File: config.mk
export PLATFORM = sky130hd
export DESIGN_NAME = ack_retry_timeout_table_top
export DESIGN_NICKNAME = d
export VERILOG_FILES = /design/src/design/artt_pkg.sv /design/src/design/artt_ram.sv /design/src/design/ack_retry_timeout_table_top.sv
export SDC_FILE = /design/constraint.sdc
export NUM_CORES = 1
export LEC_CHECK = 0
export BUFFER_PORTS_ARGS = -buffer_cell sky130_fd_sc_hd__buf_2
export CAP_MARGIN = 20
export CORE_MARGIN = 4
export CORE_UTILIZATION = 62
export DETAILED_ROUTE_END_ITERATION = 10
export PLACE_DENSITY = 0.79
export SLEW_MARGIN = 20
export SYNTH_ARGS = -nofsm -noshare
export SYNTH_HDL_FRONTEND = slang
export SYNTH_SLANG_ARGS = --single-unit
File: constraint.sdc
create_clock -name clk -period 10.77 [get_ports clk]
set_input_delay 1.077 -clock clk [delete_from_list [all_inputs] [get_ports clk]]
set_output_delay 1.077 -clock clk [all_outputs]
set_load 0.01 [all_outputs]
File: src/design/artt_pkg.sv
// ----------------------------------------------------------------------------
// artt_pkg: shared types and constants for the ack retry timeout table
// Table geometry, field widths, operation and event codes, and the entry
// layout kept in the entry RAM.
// ----------------------------------------------------------------------------
package artt_pkg;

  localparam int TABLE_DEPTH = 16;
  localparam int SLOT_W      = (TABLE_DEPTH > 1) ? $clog2(TABLE_DEPTH) : 1;
  localparam int CNT_W       = $clog2(TABLE_DEPTH + 1);

  localparam int ID_W    = 32;
  localparam int RETRY_W = 4;
  localparam int AGE_W   = 16;
  localparam int CFG_W   = 16;

  localparam logic [AGE_W-1:0]   AGE_MAX           = '1;
  localparam logic [AGE_W-1:0]   TIMEOUT_RESET     = 16'd10;
  localparam logic [RETRY_W-1:0] RETRY_LIMIT_RESET = 4'd3;

  typedef enum logic [1:0] {
    OP_SEND = 2'd0,
    OP_ACK  = 2'd1,
    OP_TICK = 2'd2
  } op_t;

  typedef enum logic [2:0] {
    EV_REGISTERED  = 3'd0,
    EV_ACKED       = 3'd1,
    EV_ACK_UNKNOWN = 3'd2,
    EV_RESEND      = 3'd3,
    EV_UNDELIVERED = 3'd4,
    EV_FULL        = 3'd5,
    EV_TICK_DONE   = 3'd6
  } event_t;

  typedef enum logic {
    CFG_TIMEOUT     = 1'b0,
    CFG_RETRY_LIMIT = 1'b1
  } cfg_idx_t;

  typedef enum logic [1:0] {
    ST_IDLE,
    ST_SCAN,
    ST_FINISH
  } state_t;

  typedef struct packed {
    logic [ID_W-1:0]    id;
    logic [RETRY_W-1:0] retries;
    logic [AGE_W-1:0]   age;
  } entry_t;

  localparam int ENTRY_W = $bits(entry_t);

  typedef struct packed {
    event_t             ev;
    logic [ID_W-1:0]    id;
    logic [RETRY_W-1:0] retries;
    logic               last;
  } result_t;

endpackage

File: src/design/artt_ram.sv
// ----------------------------------------------------------------------------
// artt_ram: generic single-write, single-read RAM
// One write port and one read port, read data registered.
// Read data holds while the read enable is low.
// ----------------------------------------------------------------------------
module artt_ram #(
  parameter int WIDTH = 8,
  parameter int DEPTH = 16,
  localparam int AW = (DEPTH > 1) ? $clog2(DEPTH) : 1
) (
  input  logic             clk,
  input  logic             we,
  input  logic [AW-1:0]    waddr,
  input  logic [WIDTH-1:0] wdata,
  input  logic             re,
  input  logic [AW-1:0]    raddr,
  output logic [WIDTH-1:0] rdata
);

  logic [WIDTH-1:0] mem [DEPTH];

  always_ff @(posedge clk) begin
    if (we) begin
      mem[waddr] <= wdata;
    end
    if (re) begin
      rdata <= mem[raddr];
    end
  end

endmodule

File: src/design/ack_retry_timeout_table_top.sv
// ----------------------------------------------------------------------------
// ack_retry_timeout_table_top: table of sent messages awaiting acknowledgement
// Sends register ids, acks remove them, ticks age every entry and report
// resends and undelivered messages in slot order, closed by a done marker.
//
//   channel   dir  handshake           contents
//   s_*       in   s_tvalid/s_tready   tuser: operation, tdata: msg_id
//   m_*       out  m_tvalid/m_tready   tuser: event_res, tdata: id, retries
//   cfg_*     in   cfg_we              cfg_index selects register, cfg_data
//
// Every accepted send, ack or tick scans the entry RAM one slot per cycle while
// the output is not stalled, set by the single RAM read port. Unused operation
// codes are accepted and dropped without a scan or a report.
// Reset clears control state and config, not the RAM; RAM data is used only when valid.
// A stalled m_tready holds the scan; a new item is taken while the last
// result still waits in the output register.
// ----------------------------------------------------------------------------
module ack_retry_timeout_table_top (
  input  logic                         clk,
  input  logic                         rst,
  // input stream
  input  logic                         s_tvalid,
  output logic                         s_tready,
  input  logic [31:0]                  s_tdata,   // [31:0] msg_id
  input  logic [1:0]                   s_tuser,   // [1:0] operation
  // output stream
  output logic                         m_tvalid,
  input  logic                         m_tready,
  output logic [39:0]                  m_tdata,   // [31:0] event_id, [35:32] retry_count
  output logic [2:0]                   m_tuser,   // [2:0] event_res
  output logic                         m_tlast,
  // configuration
  input  logic                         cfg_we,
  input  logic                         cfg_index,
  input  logic [artt_pkg::CFG_W-1:0]   cfg_data
);

  artt_pkg::state_t state, state_next;

  artt_pkg::op_t                       op;
  logic [artt_pkg::ID_W-1:0]           req_id;
  logic [artt_pkg::AGE_W-1:0]          timeout_ticks;
  logic [artt_pkg::RETRY_W-1:0]        retry_limit;
  logic [artt_pkg::TABLE_DEPTH-1:0]    valid;

  logic [artt_pkg::CNT_W-1:0]          iss_cnt;
  logic                                eval_valid;
  logic [artt_pkg::SLOT_W-1:0]         eval_slot;

  logic                                hit;
  logic [artt_pkg::SLOT_W-1:0]         hit_slot;
  logic [artt_pkg::RETRY_W-1:0]        hit_retries;

  logic                                out_valid;
  artt_pkg::result_t                   out_res;

  // RAM ports
  logic                                ram_re;
  logic [artt_pkg::SLOT_W-1:0]         ram_raddr;
  artt_pkg::entry_t                    ram_rdata;
  logic                                ram_we;
  logic [artt_pkg::SLOT_W-1:0]         ram_waddr;
  artt_pkg::entry_t                    ram_wdata;

  // datapath control
  logic                                accept;
  logic                                out_free;
  logic                                eval_go;
  logic                                issue;
  logic                                scan_done;
  logic                                slot_valid;
  logic                                id_match;
  logic [artt_pkg::AGE_W-1:0]          age_inc;
  logic [artt_pkg::RETRY_W-1:0]        retries_inc;
  logic                                timed_out;
  logic                                give_up;
  logic                                free_any;
  logic [artt_pkg::SLOT_W-1:0]         free_slot;
  logic                                res_load;
  artt_pkg::result_t                   res_next;
  logic                                valid_set;
  logic                                valid_clr;
  logic [artt_pkg::SLOT_W-1:0]         valid_slot;

  artt_ram #(
    .WIDTH (artt_pkg::ENTRY_W),
    .DEPTH (artt_pkg::TABLE_DEPTH)
  ) u_entry_ram (
    .clk   (clk),
    .we    (ram_we),
    .waddr (ram_waddr),
    .wdata (ram_wdata),
    .re    (ram_re),
    .raddr (ram_raddr),
    .rdata (ram_rdata)
  );

  assign s_tready = (state == artt_pkg::ST_IDLE);
  assign accept   = s_tvalid && s_tready;
  assign m_tvalid = out_valid;
  assign m_tdata  = {4'b0000, out_res.retries, out_res.id};
  assign m_tuser  = out_res.ev;
  assign m_tlast  = out_res.last;

  assign out_free  = !out_valid || m_tready;
  assign eval_go   = eval_valid && out_free;
  assign scan_done = (iss_cnt == artt_pkg::CNT_W'(artt_pkg::TABLE_DEPTH));
  assign issue     = (state == artt_pkg::ST_SCAN) && !scan_done && (!eval_valid || eval_go);
  assign ram_re    = issue;
  assign ram_raddr = iss_cnt[artt_pkg::SLOT_W-1:0];

  assign slot_valid  = valid[eval_slot];
  assign id_match    = slot_valid && (ram_rdata.id == req_id);
  assign age_inc     = (ram_rdata.age == artt_pkg::AGE_MAX) ? ram_rdata.age
                                                            : ram_rdata.age + 1'b1;
  assign retries_inc = ram_rdata.retries + 1'b1;
  assign timed_out   = (age_inc >= timeout_ticks);
  assign give_up     = (ram_rdata.retries >= retry_limit);

  // lowest free slot
  always_comb begin
    free_any  = 1'b0;
    free_slot = '0;
    for (int i = artt_pkg::TABLE_DEPTH - 1; i >= 0; i--) begin
      if (!valid[i]) begin
        free_any  = 1'b1;
        free_slot = artt_pkg::SLOT_W'(i);
      end
    end
  end

  // next state
  always_comb begin
    state_next = state;
    unique case (state)
      artt_pkg::ST_IDLE: begin
        if (accept && (s_tuser == artt_pkg::OP_SEND || s_tuser == artt_pkg::OP_ACK ||
                       s_tuser == artt_pkg::OP_TICK)) begin
          state_next = artt_pkg::ST_SCAN;
        end
      end
      artt_pkg::ST_SCAN: begin
        if (scan_done && !eval_valid) begin
          state_next = artt_pkg::ST_FINISH;
        end
      end
      artt_pkg::ST_FINISH: begin
        if (out_free) begin
          state_next = artt_pkg::ST_IDLE;
        end
      end
      default: state_next = artt_pkg::ST_IDLE;
    endcase
  end

  // per-slot evaluation and final result
  always_comb begin
    ram_we     = 1'b0;
    ram_waddr  = eval_slot;
    ram_wdata  = ram_rdata;
    res_load   = 1'b0;
    res_next   = '0;
    valid_set  = 1'b0;
    valid_clr  = 1'b0;
    valid_slot = eval_slot;
    unique case (state)
      artt_pkg::ST_SCAN: begin
        if (eval_go && op == artt_pkg::OP_TICK && slot_valid) begin
          if (timed_out) begin
            res_load = 1'b1;
            if (give_up) begin
              valid_clr = 1'b1;
              res_next  = '{ev: artt_pkg::EV_UNDELIVERED, id: ram_rdata.id,
                            retries: ram_rdata.retries, last: 1'b0};
            end else begin
              ram_we    = 1'b1;
              ram_wdata = '{id: ram_rdata.id, retries: retries_inc, age: '0};
              res_next  = '{ev: artt_pkg::EV_RESEND, id: ram_rdata.id,
                            retries: retries_inc, last: 1'b0};
            end
          end else begin
            ram_we    = 1'b1;
            ram_wdata = '{id: ram_rdata.id, retries: ram_rdata.retries, age: age_inc};
          end
        end
      end
      artt_pkg::ST_FINISH: begin
        if (out_free) begin
          res_load = 1'b1;
          case (op)
            artt_pkg::OP_TICK: begin
              res_next = '{ev: artt_pkg::EV_TICK_DONE, id: '0, retries: '0, last: 1'b1};
            end
            artt_pkg::OP_ACK: begin
              if (hit) begin
                valid_clr  = 1'b1;
                valid_slot = hit_slot;
                res_next   = '{ev: artt_pkg::EV_ACKED, id: req_id,
                               retries: hit_retries, last: 1'b1};
              end else begin
                res_next   = '{ev: artt_pkg::EV_ACK_UNKNOWN, id: req_id,
                               retries: '0, last: 1'b1};
              end
            end
            artt_pkg::OP_SEND: begin
              if (hit || free_any) begin
                ram_we     = 1'b1;
                ram_waddr  = hit ? hit_slot : free_slot;
                ram_wdata  = '{id: req_id, retries: '0, age: '0};
                valid_set  = 1'b1;
                valid_slot = hit ? hit_slot : free_slot;
                res_next   = '{ev: artt_pkg::EV_REGISTERED, id: req_id,
                               retries: '0, last: 1'b1};
              end else begin
                res_next   = '{ev: artt_pkg::EV_FULL, id: req_id,
                               retries: '0, last: 1'b1};
              end
            end
            default: res_load = 1'b0;
          endcase
        end
      end
      default: ;
    endcase
  end

  // control state
  always_ff @(posedge clk) begin
    if (rst) begin
      state         <= artt_pkg::ST_IDLE;
      valid         <= '0;
      out_valid     <= 1'b0;
      eval_valid    <= 1'b0;
      iss_cnt       <= '0;
      hit           <= 1'b0;
      timeout_ticks <= artt_pkg::TIMEOUT_RESET;
      retry_limit   <= artt_pkg::RETRY_LIMIT_RESET;
    end else begin
      state <= state_next;

      if (cfg_we) begin
        unique case (artt_pkg::cfg_idx_t'(cfg_index))
          artt_pkg::CFG_TIMEOUT:     timeout_ticks <= cfg_data;
          artt_pkg::CFG_RETRY_LIMIT: retry_limit   <= cfg_data[artt_pkg::RETRY_W-1:0];
          default: ;
        endcase
      end

      if (accept) begin
        iss_cnt    <= '0;
        hit        <= 1'b0;
        eval_valid <= 1'b0;
      end else begin
        if (issue) begin
          iss_cnt <= iss_cnt + 1'b1;
        end
        if (issue) begin
          eval_valid <= 1'b1;
        end else if (eval_go) begin
          eval_valid <= 1'b0;
        end
        // first matching slot; ids are unique in the table
        if (eval_go && op != artt_pkg::OP_TICK && id_match && !hit) begin
          hit <= 1'b1;
        end
      end

      if (valid_clr) begin
        valid[valid_slot] <= 1'b0;
      end else if (valid_set) begin
        valid[valid_slot] <= 1'b1;
      end

      if (res_load) begin
        out_valid <= 1'b1;
      end else if (m_tready) begin
        out_valid <= 1'b0;
      end
    end
  end

  // payload registers
  always_ff @(posedge clk) begin
    if (accept) begin
      op     <= artt_pkg::op_t'(s_tuser);
      req_id <= s_tdata;
    end
    if (issue) begin
      eval_slot <= iss_cnt[artt_pkg::SLOT_W-1:0];
    end
    if (eval_go && op != artt_pkg::OP_TICK && id_match && !hit) begin
      hit_slot    <= eval_slot;
      hit_retries <= ram_rdata.retries;
    end
    if (res_load) begin
      out_res <= res_next;
    end
  end

endmodule

# Yosys cells after proc, flatten, opt, wreduce, memory -nomap -nowiden
# Memories as Yosys holds them, arrays and structs flattened. A register that Yosys moved wholly into a read port is not among the register bits.
# Index checks and enable logic that the tools add are counted.
# totals
inputBits	56
ram_bits	832
n_memories	1
register_bits	132
output_inout_bits	46
# memory_table
name	words	word_bits	rd	rd_clocked_by_memory_dff	wr	line	source
u_entry_ram.mem	16	52	1	1	1	artt_ram.sv:20	logic [WIDTH-1:0] mem [DEPTH];
# op_classes
n_eq_ne	13
bitwise_logic	4
mux	93
reduce_logical	33
n_addsub	3
magnitude_cmp	5
# op_table
cell	count
40-bit 2-to-1 mux	5
52-bit 2-to-1 mux	3
40-bit case mux with 3 select lines	1
52-bit case mux with 2 select lines	1
4-bit 2-to-1 mux	24
40-bit case mux with 2 select lines	1
20-bit 2-to-1 mux	3
16-bit 2-to-1 mux	3
1-bit 2-to-1 mux	41
39-bit 2-to-1 mux	1
32-bit equality test	1
16-bit by 1-bit adder with 16-bit output (second input constant)	1
16-bit bitwise AND	1
16-bit equality test (second input constant)	1
16-bit greater-or-equal comparator	1
16-bit NOT	1
16-bit OR	1
1-bit logical AND	13
4-bit by 5-bit < comparator with 1-bit output (second input constant)	2
4-bit case mux with 2 select lines	1
2-bit by 1-bit equality test with 1-bit output (second input constant)	3
2-bit equality test (second input constant)	3
2-bit logical NOT	3
2-bit 2-to-1 mux	3
other kinds (19)	33

# Longest topological paths before layout
# depth
depth_word	28
ltp_mapped	19
depth_no_buf	17

# Hierarchy
# Synthesis repeated with hierarchy kept, for this count alone.
# unflattened
cells_unflattened	2099
area_unflattened_um2	40517.6
# by_module_without_submodules
module	cells_each	area_per_inst_um2	seq_area_each_um2	instances
artt_ram	1344	32736.4	26545.5	1
ack_retry_timeout_table_top	755	7781.2	3503.4	1

# Least setup slack after synthesis
# Ideal clock, no wire load.
# synth_path
kind	flip-flop to flip-flop
startpoint	register u_entry_ram.rdata[0], read port of u_entry_ram.mem
endpoint	memory u_entry_ram.mem[13][0] (netlist name), enable pin
path_stages_with_launch	20
path_slack_ns	1.280
synth_period_minus_slack_ns	9.490
t_arrival_ns	8.900
setup_time_ns	0.590
required_ns	10.180
cell_sequence	edfxtp_1 ha_1 nand2_1 nor4_1 and2_1 nand3_1 clkbuf_1 nand2_1 nor2_1 xor2_1 ha_1 nand4_1 nor3_1 or3_1 a211oi_4 nor2_1 nor2_1 a31oi_2 buf_2 nor4_1
# synth_via
elab_chain_len	8
# synth_rtl
element	line	source
start, declared	artt_ram.sv:17	output logic [WIDTH-1:0] rdata
16-bit by 1-bit adder with 16-bit output / 16-bit equality test (equally long branches)	ack_retry_timeout_table_top.sv:115, ack_retry_timeout_table_top.sv:114	
16-bit 2-to-1 mux (*)	ack_retry_timeout_table_top.sv:114	assign age_inc = (ram_rdata.age == artt_pkg::AGE_MAX) ? ram_rdata.age
16-bit greater-or-equal comparator (*)	ack_retry_timeout_table_top.sv:117	assign timed_out = (age_inc >= timeout_ticks);
1-bit 2-to-1 mux (*)	ack_retry_timeout_table_top.sv:169	if (timed_out) begin
1-bit 2-to-1 mux (*)	ack_retry_timeout_table_top.sv:168	if (eval_go && op == artt_pkg::OP_TICK && slot_valid) begin
1-bit case mux with 2 select lines (*)	ack_retry_timeout_table_top.sv:166	unique case (state)
1-bit 2-to-1 mux (*)	artt_ram.sv:23	if (we) begin
1-bit 2-to-1 mux (implied by the code) (*)	artt_ram.sv:24	mem[waddr] <= wdata;
end, declared	artt_ram.sv:20	
# Every way passes the cells marked *; elsewhere a longest branch is shown, timed or not.

# Final worst setup path
# layout_path
startpoint	register u_entry_ram.rdata[0], read port of u_entry_ram.mem
endpoint	memory u_entry_ram.mem[12][15] (netlist name), enable pin
# Same word-level chain as after synthesis.

==> impl_metrics.py <==
metrics = {
    "flow_run": {
        "maxCapViolCount": 0,
    },
    "die": {
        "dieArea_sq_um": 69190,
        "initial_core_util": 0.6256,
        "io_pins": 102,
        "fp.dieW_um": 263.0,
        "core_sq_um": 64460,
        "die_h_um": 263.0,
        "rows": 93,
    },
    "worst_setup_path": {
        "crit_chain": "ha_1 -> nand2_1 -> nor4_1 -> and2_1 -> nand3_1 -> nand2b_1 -> nor2_1 -> xor2_1 -> ha_1 -> a21oi_1 -> nor3_1 -> or3_1 -> a211oi_4 -> nor2_1 -> nor2_1 -> a31oi_4 -> nor4_2 -> buf_4",
        "cp_slowest_cell": "buf_4",
        "worstSetupStartpointType": "flip-flop",
        "cpMostUsedCell": "nor2_1",
        "setup.worst_path.end_class": "flip-flop",
        "crit_arrival_ns": 6.90,
        "cp.required_ns": 11.04,
        "critPathKind": "reg -> reg",
        "crit_fanout": 52,
        "max_stage_delay_ns": 0.86,
        "rrSetupSlack_ns": 4.14,
    },
    "placement": {
        "place.port_buffers": 97,
        "dp_hpwl_um": 48030,
        "place_ws_ns": 4.141,
        "routabilityCongestion": 0.8515,
    },
    "power": {
        "leakage_nw": 13.95,
        "powerDensity_nw_per_um2": 186.4,
        "peakVddDrop_uv": 128.9,
    },
    "sta": {
        "final_max_slew_viol_count": 0,
        "fin_tns_setup_ns": 0,
        "min_period_ns": 6.628,
        "postLayoutSetupSlackWorst_ns": 4.142,
        "hold-worst-slack_ns": 0.4638,
        "finalSetupViolations": 0,
        "tightest_slew_ns": 1.141,
        "rsz0062_at_grt": "false",
        "final_hold_viol_count": 0,
        "worst_slew_margin_rel": 0.2396,
        "fmax_mhz": 150.9,
        "fin_crit_sh": 0.6154,
        "skew_ns": 0.03726,
    },
    "logic_synthesis": {
        "async_reset_ff_frac": 0,
        "synthDistinctLibCells": 58,
        "ys_seq_elements": 1016,
        "synthTopCellsByCount": "edfxtp_1, mux4_2, nand2_1",
        "synth_xor_area_frac": 0.01108,
        "post-synth-top-area-fraction": 0.7223,
        "yosys_warnings": 0,
        "synth_simple_gate_area_share": 0.03314,
        "synth_edf_count": 970,
        "syn_area_per_cell_sq_um": 20.49,
        "synth_fa_ha_area_frac": 0.008377,
        "synth_top_family_by_area": "multiplexers",
        "synth-main-ff-cell": "edfxtp_1",
        "synthTopCellsByArea": "edfxtp_1, mux4_2, dfxtp_1, a22o_1, ha_1",
        "synth_mux_area_frac": 0.1538,
        "synth_compound_area_frac": 0.03459,
        "synth_area_sq_um": 40330,
        "synth_area_leader_cell": "edfxtp_1",
        "yosysSeqAreaShare": 0.7451,
        "syn-instance-count": 1968,
        "yosysMostFrequentCell": "edfxtp_1",
    },
    "drt": {
        "avgViaCountPerCell": 6.829,
        "drtAntennaViolNets": 0,
        "finalWirelength_um": 93760,
        "vias": 20747,
        "dr.pass1.iters": 5,
        "wl_per_cell_um": 30.86,
        "route.detailed.drc": 0,
        "drt_iter0_markers": 2613,
    },
    "cts": {
        "clock_sinks": 1016,
        "ctsHoldBuffers": 0,
        "clock_latency_ns": 0.68,
        "htreeDepth": 3,
        "cts_root_buffer": "clkbuf_16",
        "post_cts_resized": 0,
        "cts.clk_slew.worst_paths_ns": 0.06,
        "numCtsBuffers": 99,
        "cts_tree": "yes",
        "cts_buffer_depth": 3,
        "cts_setup_buffers": 0,
    },
    "grt": {
        "grt_use_met1": 0.3883,
        "grt-ovfl-total": 0,
        "grt.total_usage": 0.2709,
        "grt_pass1_wl_um": 139100,
        "grt_use_met3": 0.05579,
        "grt_pass1_vias": 21026,
        "grt_max_degree": 105,
        "grtUsageMet2": 0.4328,
        "grt_antenna_before_repair": 4,
        "top_usage_layer": "met2",
    },
    "layout": {
        "drive_above_1_share": 0.2684,
        "antenna_cells": 0,
        "synthToLayoutAreaGrowth_pct": 11.79,
        "nets": 2186,
    },
    "min_path": {
        "hold_path_class": "reg -> reg",
    },
    "outcome": {
        "status": "completed",
    },
}
-- per-stage QoR --
stage	utilization	area (sq um)	cells	total power, W
after global routing	0.6994	45080	3038	0.008665
after CTS	0.6980	45000	3037	0.008434
final	0.6994	45080	3038	0.008402
after detailed placement	0.6498	41890	2856	0.005154
after global placement	0.6498	41890	2856	0.005122
after floorplan	-	40340	1971	0.004971
-- final timing paths --
path,cells after the start,from,to
worst min-delay path,2,timeout_ticks[4],timeout_ticks[4]
worst min register to register,2,timeout_ticks[4],timeout_ticks[4]
worst max register to register,18,u_entry_ram.rdata[0],u_entry_ram.mem[12][15]
worst max-delay path,18,u_entry_ram.rdata[0],u_entry_ram.mem[12][15]
-- power breakdown --
group / internal (W) / leakage, nW / switching [W] / total [W]
Clock: 0.00183 / 1.51 / 0.00148 / 0.00332
Combinational: 0.000184 / 3.35 / 0.000353 / 0.000538
Sequential: 0.00449 / 9.09 / 0.0000545 / 0.00455
-- layer usage --
metal / wire length (um) / part of all wire
met3: 9463 / 0.10
met1: 35360 / 0.38
met2: 46010 / 0.49
met4: 2891 / 0.031
met5: 35 / 0.00037
-- flip-flops by register name, summed over array words and instances, names as in the netlist, 4 cells and up, named ones only --
signal and flops:
eval_slot 4, u_entry_ram.rdata 52, retry_limit 4, hit_slot 4, req_id 32, hit_retries 4, m_tdata 36, timeout_ticks 16
iss_cnt 5, u_entry_ram.mem 832
-- worst max-delay path, delay by kind of cell, from the launching register on --
kind	cells	cell delay [ns]
simple gates	11	3.05
compound gates	3	0.94
buf+inv	1	0.86
fa+ha+maj	2	0.58
flops	1	0.48
xor+xnor	1	0.27
-- kinds of logic after synthesis --
kind of cell / count (synthesis)
and+or+nand+nor: 261
DFF: 1016
other: 1
xor gates and xnor gates: 51
muxes: 287
buffers and inverters: 136
AOI/OAI and AO/OA: 189
adders and majority gates: 27
-- final cells by class --
class | instances | area, sq um
well taps | 855 | 1070
flip-flops and latches | 1016 | 30060
multi-input cells | 819 | 9931
clock inverters | 59 | 533.0
clock buffers | 122 | 2574
fillers | 3771 | 19380
repair buffers | 134 | 788.3
inverters | 33 | 123.9
-- cell usage in the layout, fill, tap and decap left out, types with 21 or more instances in the layout --
cell type / Yosys / final
edfxtp_1: 970 / 970
a21oi_1: 37 / 36
ha_1: 27 / 27
mux4_2: 262 / 262
xnor2_1: 30 / 30
clkinv_2: 0 / 23
buf_4: 5 / 35
a22o_1: 77 / 77
buf_2: 2 / 97
clkbuf_1: 69 / 22
nor2_1: 32 / 29
nand2b_1: 30 / 30
inv_1: 33 / 33
xor2_1: 21 / 21
dfxtp_1: 46 / 42
clkbuf_16: 0 / 99
nand2_1: 85 / 85
Power figures use the tool's default switching activity.
